--- src/rtl/pesr_pkg.sv ---
`timescale 1ns / 1ps
package pesr_pkg;

   localparam int COORD_W = 31;
   localparam int LEN_W = 32;
   localparam int PROD_W = 64;
   localparam int FIFO_DEPTH = 2;

   typedef logic signed [COORD_W-1:0] coord_type;

   // The front end tags each vertex; the back end still restarts a path on a
   // segment vertex that arrives while no path is open.
   typedef enum logic {
      KIND_START,
      KIND_SEGMENT
   } kind_type;

   typedef struct packed {
      coord_type x;
      coord_type y;
      coord_type z;
      logic      last;
      kind_type  kind;
   } item_type;

   typedef struct packed {
      logic              start;
      logic [PROD_W-1:0] dividend;
      logic [LEN_W-1:0]  divisor;
   } div_req_type;

   typedef struct packed {
      logic              done;
      logic [PROD_W-1:0] quotient;
      logic [LEN_W-1:0]  remainder;
   } div_rsp_type;

   typedef enum logic [3:0] {
      ST_IDLE,
      ST_ECHO,
      ST_DIFF,
      ST_SQ_MUL,
      ST_SQ_ACC,
      ST_SQRT,
      ST_LEN,
      ST_MOD_WAIT,
      ST_PT_MUL,
      ST_PT_DIV,
      ST_PT_WAIT,
      ST_PT_EMIT,
      ST_TAIL,
      ST_OUT
   } back_state_type;

endpackage

--- src/rtl/pesr_req_if.sv ---
`timescale 1ns / 1ps
interface pesr_req_if import pesr_pkg::*; ();
   logic      valid;
   logic      ready;
   coord_type pos_x;
   coord_type pos_y;
   coord_type pos_z;
   logic      first_vertex;
   logic      last_vertex;

   modport source (output valid, pos_x, pos_y, pos_z, first_vertex, last_vertex,
                   input ready);
   modport sink (input valid, pos_x, pos_y, pos_z, first_vertex, last_vertex,
                 output ready);
endinterface

--- src/rtl/pesr_front.sv ---
`timescale 1ns / 1ps
module pesr_front import pesr_pkg::*; (
   input  logic      clock,
   input  logic      reset,
   pesr_req_if.sink  req_ch,
   output logic      item_valid,
   output item_type  item,
   input  logic      item_pop
);

   localparam int PTR_W = $clog2(FIFO_DEPTH);

   item_type              mem_ff [FIFO_DEPTH];
   logic [PTR_W-1:0]      wr_ptr_ff, wr_ptr_in;
   logic [PTR_W-1:0]      rd_ptr_ff, rd_ptr_in;
   logic [PTR_W:0]        count_ff, count_in;
   logic                  push;
   logic                  pop;
   item_type              new_item;

   assign req_ch.ready = (count_ff != (PTR_W+1)'(FIFO_DEPTH));
   assign push = req_ch.valid && req_ch.ready;
   assign pop = item_pop && item_valid;
   assign item_valid = (count_ff != '0);
   assign item = mem_ff[rd_ptr_ff];

   always_comb begin
      new_item.x = req_ch.pos_x;
      new_item.y = req_ch.pos_y;
      new_item.z = req_ch.pos_z;
      new_item.last = req_ch.last_vertex;
      new_item.kind = req_ch.first_vertex ? KIND_START : KIND_SEGMENT;
   end

   always_comb begin
      wr_ptr_in = push ? wr_ptr_ff + PTR_W'(1) : wr_ptr_ff;
      rd_ptr_in = pop ? rd_ptr_ff + PTR_W'(1) : rd_ptr_ff;
      count_in = count_ff + (PTR_W+1)'(push) - (PTR_W+1)'(pop);
   end

   always_ff @(posedge clock) begin
      if (reset) begin
         wr_ptr_ff <= '0;
         rd_ptr_ff <= '0;
         count_ff <= '0;
      end else begin
         wr_ptr_ff <= wr_ptr_in;
         rd_ptr_ff <= rd_ptr_in;
         count_ff <= count_in;
      end
   end

   always_ff @(posedge clock) begin
      if (push) begin
         mem_ff[wr_ptr_ff] <= new_item;
      end
   end

endmodule

--- src/flat_wrapper.sv ---
// flat-port wrapper written by rule: the top's interface ports become plain ports
module pesr_front_flat import pesr_pkg::*;
  (clock, reset, item_valid, item, item_pop, req_ch_valid, req_ch_pos_x, req_ch_pos_y, req_ch_pos_z, req_ch_first_vertex, req_ch_last_vertex, req_ch_ready);
  pesr_req_if req_ch_i ();
  input  logic clock;
  input  logic reset;
  output logic item_valid;
  output item_type item;
  input  logic item_pop;
  input wire logic [$bits(req_ch_i.valid)-1:0] req_ch_valid;
  input wire logic [$bits(req_ch_i.pos_x)-1:0] req_ch_pos_x;
  input wire logic [$bits(req_ch_i.pos_y)-1:0] req_ch_pos_y;
  input wire logic [$bits(req_ch_i.pos_z)-1:0] req_ch_pos_z;
  input wire logic [$bits(req_ch_i.first_vertex)-1:0] req_ch_first_vertex;
  input wire logic [$bits(req_ch_i.last_vertex)-1:0] req_ch_last_vertex;
  output wire logic [$bits(req_ch_i.ready)-1:0] req_ch_ready;
  assign req_ch_i.valid = req_ch_valid;
  assign req_ch_i.pos_x = req_ch_pos_x;
  assign req_ch_i.pos_y = req_ch_pos_y;
  assign req_ch_i.pos_z = req_ch_pos_z;
  assign req_ch_i.first_vertex = req_ch_first_vertex;
  assign req_ch_i.last_vertex = req_ch_last_vertex;
  assign req_ch_ready = req_ch_i.ready;
  pesr_front u_core (.clock(clock), .reset(reset), .req_ch(req_ch_i), .item_valid(item_valid), .item(item), .item_pop(item_pop));
endmodule
--- config.mk ---
export PLATFORM = sky130hd
export DESIGN_NAME = pesr_front_flat
export DESIGN_NICKNAME = d
export VERILOG_FILES = /design/src/rtl/pesr_pkg.sv /design/src/rtl/pesr_req_if.sv /design/src/rtl/pesr_front.sv /design/src/flat_wrapper.sv
export SDC_FILE = /design/constraint.sdc
export NUM_CORES = 1
export LEC_CHECK = 0
export ABC_AREA = 1
export BUFFER_PORTS_ARGS = -buffer_cell sky130_fd_sc_hd__buf_2
export CAP_MARGIN = 0
export CORE_ASPECT_RATIO = 0.5
export CORE_MARGIN = 1.5
export CORE_UTILIZATION = 40
export CTS_CLUSTER_DIAMETER = 150
export DETAILED_ROUTE_END_ITERATION = 6
export PLACE_DENSITY = 0.7
export SETUP_SLACK_MARGIN = 0.02
export SLEW_MARGIN = 20
export SYNTH_ARGS = -nofsm -noshare
export SYNTH_HDL_FRONTEND = slang
export SYNTH_SLANG_ARGS = --single-unit
--- constraint.sdc ---
create_clock -name clock -period 18.34 [get_ports clock]
set_clock_uncertainty 0.2 [all_clocks]
set_input_delay 3.668 -clock clock [delete_from_list [all_inputs] [get_ports clock]]
set_output_delay 3.668 -clock clock [all_outputs]
set_load 0.01 [all_outputs]
==> results.sh <==
export IMPL_outcome="complete, no violations"
export IMPL_core_area_um2=17700
export IMPL_utilization_pct=51.4
export IMPL_port_buffers=195
export IMPL_tightest_slew_ps=839
export IMPL_mostFrequentLayoutCell="buf_2"
export IMPL_clk_insertion_delay_late_ps=410
export IMPL_multi_input_area_um2=1380
export IMPL_cp_start_kind="flip-flop"
export IMPL_crit_type="reg -> out"
export IMPL_overflow=0
export IMPL_grt_max_degree=53
export IMPL_grt_busiest_layer="met2"
export IMPL_start_util_pct=41.5
export IMPL_clock_fmax_ghz=0.155
export IMPL_grt_met3_usage_pct=3.83
export IMPL_placementRows=34
export IMPL_drive_gt1_share_pct=58.6
export IMPL_final_antenna_net_count=0
export IMPL_ys_seq_elements=195
export IMPL_cts_buffers=17
export IMPL_hpwl_mm=9.08
export IMPL_layout_min_cycle_time_ps=6460
export IMPL_via_per_inst=4.61
export IMPL_routedWlPerCell_um=17.0
export IMPL_globalRouteMet2Util_pct=26.2
export IMPL_p_leak_uw=0.00351
export IMPL_layout_common_cells="195 x buf_2, 190 x edfxtp_1, 50 x mux2_4"
export IMPL_antenna_found_initial=2
export IMPL_die_w_um=194
export IMPL_grtUsageTotal_pct=14.4
export IMPL_synth_warnings=0
export IMPL_cts_clk_slew_worst_paths_ps=70
export IMPL_num_vias=3643
export IMPL_slew_violations=0
export IMPL_period_share_pct=35.2
export IMPL_firstDrtPassIters=6
export IMPL_maxCapViolCount=0
export IMPL_synth_largest_area_cell="edfxtp_1"
export IMPL_setup_viol=0
export IMPL_end_kind="primary output"
export IMPL_synth_area_top_cells="edfxtp_1 78%, mux2_4 10%, mux2_2 6.9%, dfxtp_1 1.4%, buf_6 0.92%"
export IMPL_die_height_um=98.7
export IMPL_finalHoldViolations=0
export IMPL_cts_root_buffer="clkbuf_16"
export IMPL_htree_levels=4
export IMPL_nNetsFinal=644
export IMPL_hp_class="reg -> reg"
export IMPL_peakVddDrop_mv=0.102
export IMPL_ctsResizeCount=0
export IMPL_yosysSeqAreaShare_pct=79.3
export IMPL_io_pins=196
export IMPL_cp_required_ps=14470
export IMPL_grt_pass1_vias=3779
export IMPL_register_area_um2=5810
export IMPL_synthCells=336
export IMPL_rsz0062_at_grt="false"
export IMPL_drc=0
export IMPL_instances_no_fill=790
export IMPL_wl_mm=13.4
export IMPL_cts_tree="built"
export IMPL_tns_ps=0
export IMPL_area_growth_pct=24.0
export IMPL_grt_pass1_wl_mm=20.6
export IMPL_crit_arrival_ps=2590
export IMPL_synth_top_area_share_pct=77.9
export IMPL_powerDensity_nw_per_um2=137
export IMPL_cts_max_path_buffers=2
export IMPL_synth_nets=437
export IMPL_cts_setup_buffers=0
export IMPL_grtUsageMet1_pct=16.6
export IMPL_numClockSinks=195
export IMPL_synth_area_um2=7320
export IMPL_relSlewSlack_pct=44.1
export IMPL_dr_first_iter_drc_count=174
export IMPL_synth_cell_types=13
export IMPL_filler_cell_count=1451
export IMPL_gp_congestion=0.780
export IMPL_critPathMaxFanout=52
export IMPL_dieArea_um2=19200
export IMPL_cts_hold_buf=0
export IMPL_syn_avg_cell_area_um2=21.8
export IMPL_antenna_cells=0
export IMPL_dp_cells=758
## through the flow
step	cell area, µm²	setup WS [ps]	hold WS [ps]	power [µW]
after floorplan	7320	9900	267	808
after global placement	8530	12280	288	902
after detailed placement	8530	12240	330	911
after CTS	9080	11790	360	1260
after global routing	9080	11690	417	1300
final	9080	11890	360	1240
## synth_stat cells (all sizes together)
master  instances
edfxtp        190
mux2           95
buf            11
inv            11
nor2            9
nand2           8
dfxtp           5
nand3           3
a21oi           2
ha              2
## flip-flops by register name, indices dropped and copies added (netlist names), named ones only
register,cells
u_core.wr_ptr_ff,1
u_core.count_ff,2
u_core.rd_ptr_ff,1
u_core.mem_ff,190
## worst paths after layout
kind,startpoint,end,depth (start not counted),slack [ps]
worst max-delay path,flip-flop,item[84],3,11890
worst min-delay path,u_core.wr_ptr_ff$_SDFFE_PP0P_,u_core.wr_ptr_ff$_SDFFE_PP0P_,2,360
worst max register to register,u_core.count_ff[0]$_SDFF_PP0_,u_core.mem_ff[0][56]$_DFFE_PP_,6,15760
worst min register to register,u_core.wr_ptr_ff$_SDFFE_PP0P_,u_core.wr_ptr_ff$_SDFFE_PP0P_,2,360
## kinds of logic (layout without fill, tap and decap cells)
| family | Yosys count | after routing | share of synthesized area, % |
|---|---|---|---|
| adder cells (fa/ha/maj) | 2 | 2 | 0.342 |
| multiplexers | 95 | 95 | 17.2 |
| flip-flops | 195 | 195 | 79.3 |
| AO/OA/AOI/OAI | 2 | 2 | 0.137 |
| AND/OR/NAND/NOR | 20 | 20 | 1.08 |
| buffers and inverters | 22 | 242 | 1.97 |
## report_power, final
group          internal [µW]  switching [µW]  total (µW)
Clock                    179             168         347
Sequential               570            29.7         600
Combinational            145             150         294
Total                    894             347        1240
## routing by layer
metal | vias to the layer above | share of wire [%]
met1 | 1833 | 40
met2 | 70 | 54
met3 | 21 | 3.5
met5 | - | 0.075
li1 | 1717 | -
met4 | 2 | 1.8
## cell type report
type	instances	area share [%]
clock inverters	14	1.34
repair buffers	199	11.1
clock buffers	18	4.73
inverters	11	0.482
multi-input cells	119	15.2
flip-flops and latches	195	64.0
well taps	234	3.22
## critical path, cell delays in order (launching register included)
cell and delay [ps]:
dfxtp_4 810, buf_4 780, mux2_2 420, buf_2 140
No activity file was read; power rests on OpenSTA's default activity.
