<file path="src/rtl/pesr_pkg.sv">
`timescale 1ns / 1ps
package pesr_pkg;

   localparam int COORD_W = 31;
   localparam int LEN_W = 32;
   localparam int PROD_W = 64;
   localparam int FIFO_DEPTH = 2;

   typedef logic signed [COORD_W-1:0] coord_type;

   // The front end tags each vertex; the back end still restarts a path on a
   // segment vertex that arrives while no path is open.
   typedef enum logic {
      KIND_START,
      KIND_SEGMENT
   } kind_type;

   typedef struct packed {
      coord_type x;
      coord_type y;
      coord_type z;
      logic      last;
      kind_type  kind;
   } item_type;

   typedef struct packed {
      logic              start;
      logic [PROD_W-1:0] dividend;
      logic [LEN_W-1:0]  divisor;
   } div_req_type;

   typedef struct packed {
      logic              done;
      logic [PROD_W-1:0] quotient;
      logic [LEN_W-1:0]  remainder;
   } div_rsp_type;

   typedef enum logic [3:0] {
      ST_IDLE,
      ST_ECHO,
      ST_DIFF,
      ST_SQ_MUL,
      ST_SQ_ACC,
      ST_SQRT,
      ST_LEN,
      ST_MOD_WAIT,
      ST_PT_MUL,
      ST_PT_DIV,
      ST_PT_WAIT,
      ST_PT_EMIT,
      ST_TAIL,
      ST_OUT
   } back_state_type;

endpackage

</file>
<file path="src/rtl/pesr_div.sv">
`timescale 1ns / 1ps
module pesr_div import pesr_pkg::*; (
   input  logic        clock,
   input  logic        reset,
   input  div_req_type div_req,
   output div_rsp_type div_rsp
);

   // Restoring divider, one quotient bit per cycle; the quotient shifts into
   // the dividend register as the dividend shifts out.
   logic                 busy_ff, busy_in;
   logic                 done_ff, done_in;
   logic [5:0]           cnt_ff, cnt_in;
   logic [PROD_W-1:0]    dvd_ff, dvd_in;
   logic [LEN_W-1:0]     rem_ff, rem_in;
   logic [LEN_W-1:0]     dvs_ff, dvs_in;
   logic [LEN_W:0]       shifted;
   logic [LEN_W:0]       trial;
   logic                 ge;

   assign shifted = {rem_ff, dvd_ff[PROD_W-1]};
   assign trial = shifted - {1'b0, dvs_ff};
   assign ge = (shifted >= {1'b0, dvs_ff});

   always_comb begin
      busy_in = busy_ff;
      done_in = 1'b0;
      cnt_in = cnt_ff;
      dvd_in = dvd_ff;
      rem_in = rem_ff;
      dvs_in = dvs_ff;
      if (busy_ff) begin
         dvd_in = {dvd_ff[PROD_W-2:0], ge};
         rem_in = ge ? trial[LEN_W-1:0] : shifted[LEN_W-1:0];
         cnt_in = cnt_ff + 6'd1;
         if (cnt_ff == 6'd63) begin
            busy_in = 1'b0;
            done_in = 1'b1;
         end
      end else if (div_req.start) begin
         busy_in = 1'b1;
         cnt_in = '0;
         dvd_in = div_req.dividend;
         rem_in = '0;
         dvs_in = div_req.divisor;
      end
   end

   always_ff @(posedge clock) begin
      if (reset) begin
         busy_ff <= 1'b0;
         done_ff <= 1'b0;
      end else begin
         busy_ff <= busy_in;
         done_ff <= done_in;
      end
   end

   always_ff @(posedge clock) begin
      cnt_ff <= cnt_in;
      dvd_ff <= dvd_in;
      rem_ff <= rem_in;
      dvs_ff <= dvs_in;
   end

   always_comb begin
      div_rsp.done = done_ff;
      div_rsp.quotient = dvd_ff;
      div_rsp.remainder = rem_ff;
   end

endmodule

</file>
<file path="config.mk">
export PLATFORM = sky130hd
export DESIGN_NAME = pesr_div
export DESIGN_NICKNAME = d
export VERILOG_FILES = /design/src/rtl/pesr_pkg.sv /design/src/rtl/pesr_div.sv
export SDC_FILE = /design/constraint.sdc
export NUM_CORES = 1
export LEC_CHECK = 0
export ABC_AREA = 1
export BUFFER_PORTS_ARGS = -buffer_cell sky130_fd_sc_hd__buf_4
export CORE_ASPECT_RATIO = 0.9
export CORE_UTILIZATION = 59
export DETAILED_ROUTE_END_ITERATION = 10
export GPL_ROUTABILITY_DRIVEN = 0
export HOLD_SLACK_MARGIN = 0.08
export PLACE_DENSITY = 0.86
export SETUP_SLACK_MARGIN = 0.02
export SLEW_MARGIN = 20
export SYNTH_ARGS = -nofsm -noshare
export SYNTH_HDL_FRONTEND = slang
export SYNTH_SLANG_ARGS = --single-unit
</file>
<file path="constraint.sdc">
create_clock -name clock -period 6.8 [get_ports clock]
set_clock_uncertainty 0.15 [all_clocks]
set_input_delay 1.02 -clock clock [delete_from_list [all_inputs] [get_ports clock]]
set_output_delay 1.02 -clock clock [all_outputs]
set_load 0.02 [all_outputs]
</file>
==> reports/metrics.cfg, run 1 <==
[run_status]
status = completed

[cells_and_area]
layout.cells.non_filler = 1506
layout_common_cells = nand2_1, buf_4, inv_1
fin_nets = 1433
drive_above_1_share_pct = 18.96
final_common_cell = nand2_1
areaGrowthSynthToFinish_pct = 25.95
n_antenna_cell = 0

[pwr]
ir_drop_uv = 212.3
power.density_cell_area_nw_per_um2 = 275.8
p_leak_uw = 0.005584

[detailed_routing]
first_iter_violations = 616
drcViolationCount = 0
wl_per_cell_um = 15.25
route.vias.total = 7782
firstDrtPassIters = 5
ant_nets = 0
wirelength_mm = 22.96
vias_per_cell = 5.167

[setup_path]
cp_data_arrival_time_ns = 2.82
critPathRequiredTime_ns = 6.71
cp_max_fo = 70
criticalPathCategory = reg -> reg
start_kind = flip-flop
endpoint_kind = flip-flop

[clock_network]
htreeDepth = 4
cts_hold_buf = 0
clk_pin_slew_worst_paths_ns = 0.06
cts_inserted_buffers = 17
cts_resized = 0
cts_tree = done
cts.sinks = 136
post_cts_buffers = 0
cts-root-buf = clkbuf_16
cts_buffer_depth = 2
clk_latency_ns = 0.44

[sta]
fin_crit_ns = 2.907
max_slew.worst_pin.slew_ns = 0.9976
hold_ws_ns = 0.4057
slew_headroom_pct = 33.33
setup_tns_ns = 0
post-route-period-util_pct = 42.75
max_freq_ghz = 0.3440
maxSlewViolCount = 0
finalSetupViolations = 0
rsz0062_at_grt = no
hold_viol = 0

[synthesis]
netlist_area_sq_um = 8423
yosys-top-cells-area = edfxtp_1, nand2_1, inv_1
synth_cells = 1110
synth_warnings = 0
netlist.area_leader.share_pct = 47.77
yosysTopAreaCell = edfxtp_1
yosysSeqAreaShare_pct = 48.25
netlist-cell-type-count = 32
ys_ff_latch = 136
synth.net_count = 1243
avgSynthCellArea_sq_um = 7.588

[global_route]
grt_max_degree = 72
globalRouteOverflowTotal = 0
grt_pass1_vias = 7491
gr-usage-all-layers_pct = 32.06
grt_first_pass_wirelength_mm = 35.86
antenna_found_initial = 0

[die]
dieArea_sq_um = 14760
core.rowCount = 41
start_util_pct = 60.37
io_pins = 196
dieWidth_um = 127.9
die_h_um = 115.4
coreArea_sq_um = 13950

[placed_design]
dp_hpwl_mm = 15.89
io_buffers = 195
dp.cells = 1474

[job]
cap_viol_max_count = 0

[min_path]
hp-class = reg -> reg

[worst max-delay path, stage by stage (launching register included)]
cell and delay [ns]:
dfxtp_4 0.56, inv_2 0.05, buf_4 0.34, nand2_4 0.68, buf_4 0.68
[area by class of cell]
class	count	area [sq um]
inverter	177	666.9
tap	193	241.5
fill	1035	3344
multi-input combinational	770	3571
clock inverter	15	150.1
sequential	136	4068
timing repair buffer	198	1486
clock buffer	17	425.4
[final timing paths]
| path | startpoint | endpoint | slack [ns] | depth (start not counted) |
|---|---|---|---|---|
| setup / recovery | busy_ff | rem_ff[17] | 3.89 | 4 |
| hold / removal | dvd_ff[50] | dvd_ff[51] | 0.41 | 2 |
| setup reg to reg | busy_ff | rem_ff[17] | 3.89 | 4 |
| hold reg to reg | dvd_ff[50] | dvd_ff[51] | 0.41 | 2 |
[metrics by stage]
stage	setup slack, ns	instance area, sq um	total power [uW]	util [%]
after floorplan	2.982	8423	1709	-
after global placement	3.859	10030	1977	71.91
after detailed placement	3.797	10030	1999	71.91
after CTS	3.949	10610	2916	76.03
after global routing	3.759	10610	3068	76.03
final	3.893	10610	2926	76.03
[cells by family after synthesis]
kind of cell / count (synthesis) / share of synthesized area (%)
AOI/OAI and AO/OA: 24 / 1.485
xor gates and xnor gates: 16 / 1.664
adders and majority gates: 34 / 5.140
buffers and inverters: 204 / 9.537
DFF: 136 / 48.25
and+or+nand+nor: 696 / 33.93
[routing by layer]
metal / global-route usage (%) / share of wire, %
met5: 0 / 0
met4: 15.14 / 3.1
met3: 9.167 / 8.3
met2: 55.18 / 49
met1: 37.18 / 39
[flip-flops by register name, summed over array words and instances, names as in the netlist]
signal and cells:
dvs_ff 32, dvd_ff 64, busy_ff 1, rem_ff 32
done_ff 1, cnt_ff 6
[where the power goes]
group,leakage [uW],switching (uW),internal [uW]
sequential,0.00138,68.3,1040
clock,0.000268,380,539
combinational,0.00394,566,329
total,0.00558,1010,1910
[Yosys cell counts, drive strengths merged]
master  number
inv        177
xor2        14
nand3b      23
o21bai       1
dfxtp        2
nor2       123
o21a         1
buf         11
or2          1
xnor2        2
and2        10
clkbuf      16
nand3       33
nor3         3
edfxtp     134
o21ai        1
a21oi       21
nand4        5
ha          33
fa           1
nand2      498
No activity file was read; power rests on OpenSTA's default activity.
==> inputs of run 2 (changes only) <==
--- a/config.mk
+++ b/config.mk
@@ -8,11 +8,11 @@
 export ABC_AREA = 1
 export BUFFER_PORTS_ARGS = -buffer_cell sky130_fd_sc_hd__buf_4
 export CORE_ASPECT_RATIO = 0.9
-export CORE_UTILIZATION = 59
+export CORE_UTILIZATION = 55
 export DETAILED_ROUTE_END_ITERATION = 10
 export GPL_ROUTABILITY_DRIVEN = 0
 export HOLD_SLACK_MARGIN = 0.08
-export PLACE_DENSITY = 0.86
+export PLACE_DENSITY = 0.81
 export SETUP_SLACK_MARGIN = 0.02
 export SLEW_MARGIN = 20
 export SYNTH_ARGS = -nofsm -noshare
==> constraint.sdc (replaced) <==
create_clock -name clock -period 2.8 [get_ports clock]
set_clock_uncertainty 0.15 [all_clocks]
set_input_delay 0.42 -clock clock [delete_from_list [all_inputs] [get_ports clock]]
set_output_delay 0.42 -clock clock [all_outputs]
set_load 0.02 [all_outputs]
==> run 2 against run 1 <==
  * Sequential cell count unchanged
  * Sequential power increased by 140%
  * First-iteration DRC count down 19%
  * Fmax rose by 12%
  * Via count increased by 0.21%
  * Critical endpoint is now rem_ff[4]
  * Highest routed layer unchanged
==> reports/metrics.cfg, run 2 (same netlist as run 1, synthesis figures left out) <==
[detailed_routing]
drcViolationCount = 0  ; unchanged
first_iter_violations = 498  ; -19%
vias_per_cell = 5.031  ; -2.6%
route.vias.total = 7798  ; +0.21%
wirelength_mm = 22.30  ; -2.9%
firstDrtPassIters = 5  ; unchanged
wl_per_cell_um = 14.39  ; -5.6%
ant_nets = 0  ; unchanged

[cells_and_area]
top_regs = dvd_ff: 64 flops, dvs_ff: 32 flops, rem_ff: 32 flops
final_common_cell = nand2_1
largest_reg_flops = 64  ; unchanged
area.sequential_sq_um = 4068  ; unchanged
fin_nets = 1473  ; +2.8%
areaGrowthSynthToFinish_pct = 30.72
n_antenna_cell = 0  ; unchanged
layout.cells.non_filler = 1550  ; +2.9%
top_register = dvd_ff
layout_common_cells = nand2_1, buf_4, inv_1
drive_above_1_share_pct = 18.79  ; -0.18 points
multiInputGateArea_sq_um = 3573  ; about the same
fin_area_sq_um = 11010  ; +3.8%
fill_cells = 1153  ; +11%

[die]
dieWidth_um = 132.4  ; +3.5%
start_util_pct = 56.84  ; -3.5 points
die_h_um = 119.4  ; +3.5%
coreArea_sq_um = 14820  ; +6.2%
core.rowCount = 42  ; +2.4%
io_pins = 196  ; unchanged
dieArea_sq_um = 15810  ; +7.2%

[pwr]
power.share.clock_pct = 30.6  ; -0.8 points
p_leak_uw = 0.005765  ; +3.2%
finalPower_uw = 7099  ; +140%
p_seq_share_pct = 37.8  ; -0.2 points
p_sw_uw = 2420  ; +140%
ir_drop_uv = 491.8  ; +130%
power.density_cell_area_nw_per_um2 = 644.7  ; +130%
p_int_uw = 4679  ; +140%
swShare_pct = 34.08  ; -0.60 points
comb_power_share_pct = 31.6  ; +1.0 points

[clock_network]
cts_buffer_depth = 2  ; unchanged
clk_latency_ns = 0.43  ; about the same
cts_tree = done
clk_pin_slew_worst_paths_ns = 0.06  ; about the same
cts-root-buf = clkbuf_16
cts.sinks = 136  ; unchanged
htreeDepth = 4  ; unchanged
cts_inserted_buffers = 17  ; unchanged

[setup_path]
critPathRequiredTime_ns = 2.84  ; -3.87 ns
crit_top_cell = nor2_1
endpoint_kind = flip-flop
criticalPathCategory = reg -> reg
slowest_delay_ns = 0.42  ; -0.26 ns
cp_max_fo = 25  ; -64%
crit_chain = ha_1 > nand2_1 > nor2_1 > nand3_1 > nand3_2 > nand2_1 > nand2_2 > nand2_4 > nand2_8 > inv_8 > nor2_1 > nor2_1
cp_top_family = simple AND/OR/NAND/NOR gates
slowest_stage = edfxtp_1
cp_data_arrival_time_ns = 2.64  ; -0.18 ns
critPathBufInv = 1  ; -2
start_kind = flip-flop

[global_route]
grt_first_pass_wirelength_mm = 35.76  ; -0.27%
gr-usage-all-layers_pct = 29.12  ; -2.9 points
grt_pass1_vias = 7575  ; +1.1%
met3_usage_pct = 8.429  ; -0.74 points
busiest_layer = met2
met1_usage_pct = 36.59  ; -0.59 points
globalRouteOverflowTotal = 0  ; unchanged
antenna_found_initial = 0  ; unchanged
grt_max_degree = 70  ; -2.8%
use_met2_pct = 46.84  ; -8.3 points

[sta]
setup_tns_ns = 0  ; unchanged
finalSetupViolations = 0  ; unchanged
hold_viol = 0  ; unchanged
max_slew.worst_pin.slew_ns = 0.6766  ; -0.3210 ns
post-route-period-util_pct = 92.93  ; +50 points
hold_ws_ns = 0.09831  ; -0.3073 ns
rsz0062_at_grt = no
max_freq_ghz = 0.3843  ; +12%
slew_headroom_pct = 54.89  ; +22 points
fin_crit_ns = 2.602  ; -0.3053 ns
maxSlewViolCount = 0  ; unchanged

[placed_design]
io_buffers = 195  ; unchanged
dp.cells = 1486  ; +0.81%
dp_hpwl_mm = 16.18  ; +1.8%
dpl_cell_area_sq_um = 10100  ; +0.71%

[run_status]
status = completed

[job]
cap_viol_max_count = 0  ; unchanged

[min_path]
hp-class = in -> reg

run 2: cell types whose count changed in the layout (fill, tap and decap cells not counted), sizes merged:
| cell | change |
|---|---|
| clkinv | +2 |
| dlygate4sd3 | +33 |
| clkinvlp | -3 |
| clkbuf | +2 |
| inv | -2 |
| buf | +7 |
run 2: final timing paths:
kind                     from    endpoint  slack, ns  depth (start not counted)
setup / recovery    rem_ff[2]   rem_ff[4]       0.20                         12
hold / removal    div_req[70]  dvd_ff[38]        0.1                          3
setup reg to reg    rem_ff[2]   rem_ff[4]       0.20                         12
hold reg to reg    dvd_ff[61]  dvd_ff[62]       0.40                          2
run 2: area by class of cell:
class / instances / area share, %
clock buffer: 19 / 3.932
tap: 198 / 2.250
timing repair buffer: 238 / 17.16
inverter: 177 / 6.102
multi-input combinational: 770 / 32.45
sequential: 136 / 36.94
clock inverter: 12 / 1.159
run 2: power by group through the flow:
stage	Clock (uW)	Sequential (uW)	Combinational [uW]
2_1_floorplan	0	2910	1240
3_3_place_gp	0	2710	2130
3_5_place_dp	0	2710	2170
4_1_cts	2190	2680	2220
5_1_grt	2280	2710	2480
6_report	2170	2680	2240
run 2: worst min-delay path, stage by stage:
cell,delay [ns]
buf_4,0.07
nand2_1,0.04
nand2_1,0.04
run 2: stage by stage:
step | setup WS (ns) | utilization [%]
floorplan | 0.1642 | -
global placement | 0.2479 | 68.19
detailed placement | 0.1882 | 68.19
CTS | 0.1554 | 74.20
global route | 0.03258 | 74.30
finish | 0.1980 | 74.30
run 2: layer usage:
layer / up-vias / share of wire [%] / routed length (um)
met5: - / 0 / 0
met4: 0 / 3.2 / 723
met3: 53 / 8.2 / 1829
met2: 322 / 47 / 10440
met1: 3544 / 42 / 9312
li1: 3879 / - / -
run 2: repair_timing:
action / CTS / global route
hold buffers: 33 / 0
endpoints found under the hold margin: 34 / 0
setup buffers: 0 / 0
endpoints found under the setup margin: 0 / 23
resized for setup: 0 / 5
==> inputs of run 3 (changes only) <==
--- a/config.mk
+++ b/config.mk
@@ -5,14 +5,13 @@
 export SDC_FILE = /design/constraint.sdc
 export NUM_CORES = 1
 export LEC_CHECK = 0
-export ABC_AREA = 1
 export BUFFER_PORTS_ARGS = -buffer_cell sky130_fd_sc_hd__buf_4
-export CORE_ASPECT_RATIO = 0.9
-export CORE_UTILIZATION = 55
+export CORE_UTILIZATION = 53
+export CTS_CLUSTER_SIZE = 20
 export DETAILED_ROUTE_END_ITERATION = 10
 export GPL_ROUTABILITY_DRIVEN = 0
 export HOLD_SLACK_MARGIN = 0.08
-export PLACE_DENSITY = 0.81
+export PLACE_DENSITY = 0.8
 export SETUP_SLACK_MARGIN = 0.02
 export SLEW_MARGIN = 20
 export SYNTH_ARGS = -nofsm -noshare
==> run 3 against run 2 <==
  * The flow now finishes with violations (setup timing)
  * Final cell count down 27%
  * Largest power group is now combinational cells
  * Synthesized cell count down 46%
  * Hold slack better by 0.039 ns
  * Count of clock-buffer cells in the layout unchanged
  * Sequential cell count unchanged
  * Clock power about the same
  * Sequential power about the same
  * Combinational power up 21%
  * Critical path depth up 2
  * Worst setup slack worse by 0.58 ns
  * Register-to-register slack worse by 0.58 ns
==> reports/metrics.cfg, run 3 <==
[run_status]
status = complete, but fails checks
violations = setup timing

[global_route]
grt_first_pass_wirelength_mm = 32.95  ; -7.9%
grt_max_degree = 62  ; -11%
antenna_found_initial = 0  ; unchanged
met3_usage_pct = 10.22  ; +1.8 points
use_met2_pct = 54.77  ; +7.9 points
globalRouteOverflowTotal = 0  ; unchanged
gr-usage-all-layers_pct = 30.16  ; +1.0 points
grt_pass1_vias = 6761  ; -11%
met1_usage_pct = 31.20  ; -5.4 points
busiest_layer = met2

[detailed_routing]
first_iter_violations = 490  ; -1.6%
vias_per_cell = 5.555  ; +10%
route.vias.total = 6310  ; -19%
wirelength_mm = 21.71  ; -2.6%
drcViolationCount = 0  ; unchanged
ant_nets = 0  ; unchanged
firstDrtPassIters = 5  ; unchanged
wl_per_cell_um = 19.11  ; +33%

[die]
dieWidth_um = 119.8  ; -9.5%
start_util_pct = 54.92  ; -1.9 points
core.rowCount = 42  ; unchanged
dieArea_sq_um = 14360  ; -9.2%
die_h_um = 119.8  ; +0.37%
io_pins = 196  ; unchanged
coreArea_sq_um = 13400  ; -9.6%

[synthesis]
synthArstFlopShare_pct = 0  ; unchanged
synth_edf_count = 134  ; unchanged
synth_cells = 599  ; -46%
yosysSeqAreaShare_pct = 55.22  ; +7.0 points
synth_warnings = 0  ; unchanged
netlist-cell-type-count = 54  ; +69%
netlist.area_leader.share_pct = 54.68  ; +6.9 points
yosysMostFrequentCell = edfxtp_1
yosysTopAreaCell = edfxtp_1
synth.net_count = 732  ; -41%
ys_ff_latch = 136  ; unchanged
yosys_most_used_dff = edfxtp_1
netlist_area_sq_um = 7360  ; -13%
synth_common_cells = edfxtp_1, mux2_2, nor2_1
avgSynthCellArea_sq_um = 12.29  ; +62%
yosys-top-cells-area = edfxtp_1, mux2_2, ha_1

[cells_and_area]
n_antenna_cell = 0  ; unchanged
top_register = dvd_ff
areaGrowthSynthToFinish_pct = 50.78
drive_above_1_share_pct = 47.29  ; +29 points
fin_area_sq_um = 11100  ; +0.78%
layout_common_cells = buf_4, edfxtp_1, mux2_2
top_regs = dvd_ff: 64 flops, dvs_ff: 32 flops, rem_ff: 32 flops
final_common_cell = buf_4
fin_nets = 1080  ; -27%
largest_reg_flops = 64  ; unchanged

[sta]
setup_tns_ns = -10.14  ; -10.14 ns
post-route-period-util_pct = 113.7  ; +21 points
fin_crit_ns = 3.184  ; +0.5816 ns
hold_ws_ns = 0.1377  ; +0.03935 ns
rsz0062_at_grt = yes
maxSlewViolCount = 0  ; unchanged
slew_headroom_pct = 64.16  ; +9.3 points
max_freq_ghz = 0.3141  ; -18%
fin_ws_ns = -0.3837  ; -0.5816 ns
max_slew.worst_pin.slew_ns = 0.5376  ; -0.1390 ns
finalSetupViolations = 33  ; +33
hold_viol = 0  ; unchanged

[setup_path]
regToRegSetupSlack_ns = -0.38  ; -0.58 ns
endpoint_kind = flip-flop
rr_worst_depth = 14  ; +2
start_kind = flip-flop
cp_max_fo = 11  ; -56%
cp_data_arrival_time_ns = 3.32  ; +0.68 ns
criticalPathCategory = reg -> reg
r2r-start = rem_ff[3]
critPathRequiredTime_ns = 2.94  ; +0.10 ns
timing.rr.end = rem_ff[30]

[pwr]
ir_drop_uv = 532.8  ; +8.3%
p_leak_uw = 0.004923  ; -15%
power.density_cell_area_nw_per_um2 = 678.8  ; +5.3%

[clock_network]
cts_buffer_depth = 2  ; unchanged
cts-root-buf = clkbuf_16
cts_tree = done
cts.sinks = 136  ; unchanged
clk_latency_ns = 0.43  ; about the same
cts_inserted_buffers = 17  ; unchanged
htreeDepth = 4  ; unchanged
clk_pin_slew_worst_paths_ns = 0.07  ; about the same

[min_path]
hp-class = in -> reg
min_to = dvd_ff[55]
hold_depth = 2  ; -1
min-delay-start = div_req[87]

[placed_design]
dpl_cell_area_sq_um = 9859  ; -2.4%
io_buffers = 195  ; unchanged
dp_hpwl_mm = 14.65  ; -9.5%
dp_worst_setup_slack_ns = -0.3774  ; -0.5656 ns

[job]
cap_viol_max_count = 0  ; unchanged

-- run 3: metrics by stage --
stage	total power, uW	instances	utilization (%)
5_1_grt	7809	1136	82.81
6_report	7533	1136	82.81
3_5_place_dp	5033	1055	73.58
3_3_place_gp	4941	1055	73.58
2_1_floorplan	4026	599	-
4_1_cts	7304	1124	81.12
-- run 3: metal layers --
| layer | wire length, um | vias to the layer above |
|---|---|---|
| li1 | - | 2919 |
| met1 | 7833 | 3048 |
| met2 | 11500 | 286 |
| met3 | 1695 | 57 |
| met4 | 680 | 0 |
| met5 | 0 | - |
-- run 3: how the worst max path moves through the flow --
stage | from | endpoint | slack (ns) | cells after the start
finish | rem_ff[3] | rem_ff[30] | -0.38 | 14
CTS | rem_ff[3] | rem_ff[25] | -0.28 | 12
global placement | dvs_ff[4] | rem_ff[2] | -0.25 | 12
floorplan | rem_ff[3] | rem_ff[16] | -0.34 | 12
global route | rem_ff[4] | rem_ff[30] | -0.49 | 12
detailed placement | rem_ff[3] | rem_ff[5] | -0.38 | 11
-- run 3: kinds of logic after synthesis --
group                      after synthesis  synth area share (%)
xor gates and xnor gates                27                 3.213
buffers and inverters                   63                 3.587
muxes                                   93                 13.75
adders and majority gates               34                 5.882
DFF                                    136                 55.22
AOI/OAI and AO/OA                       97                 8.603
and+or+nand+nor                        149                 9.742
-- run 3: timing repair --
item | in CTS | in global routing
pin swaps | 8 | 14
setup endpoints to repair | 33 | 33
resized for setup | 19 | 24
gates cloned | 1 | 0
hold endpoints to repair | 34 | 0
hold buffers | 33 | 0
buffers inserted | 3 | 12
-- run 3: layout make-up --
class                      instances  area [sq um]
sequential                       136          4065
multi-input combinational        400          3227
timing repair buffer             352          2877
fill                             718          2303
clock buffer                      19         432.9
tap                              176         220.2
inverter                          40         153.9
clock inverter                    13         121.4
-- run 3: where the power goes --
part / switching [uW] / leakage, uW / internal (uW)
logic: 1330 / 0.00328 / 1390
clock network: 922 / 0.000268 / 1230
registers: 144 / 0.00137 / 2520
total: 2390 / 0.00492 / 5140
-- run 3: critical path: stages, from the launching register on --
cell and delay, ns:
edfxtp_1 0.44, ha_4 0.31, buf_6 0.11, o211ai_1 0.12
a21oi_2 0.20, o2111ai_2 0.14, and2_4 0.18, o31a_4 0.29
nand4_4 0.08, a311oi_4 0.11, buf_6 0.15, buf_12 0.12
buf_12 0.13, or3_4 0.38, a21oi_2 0.12
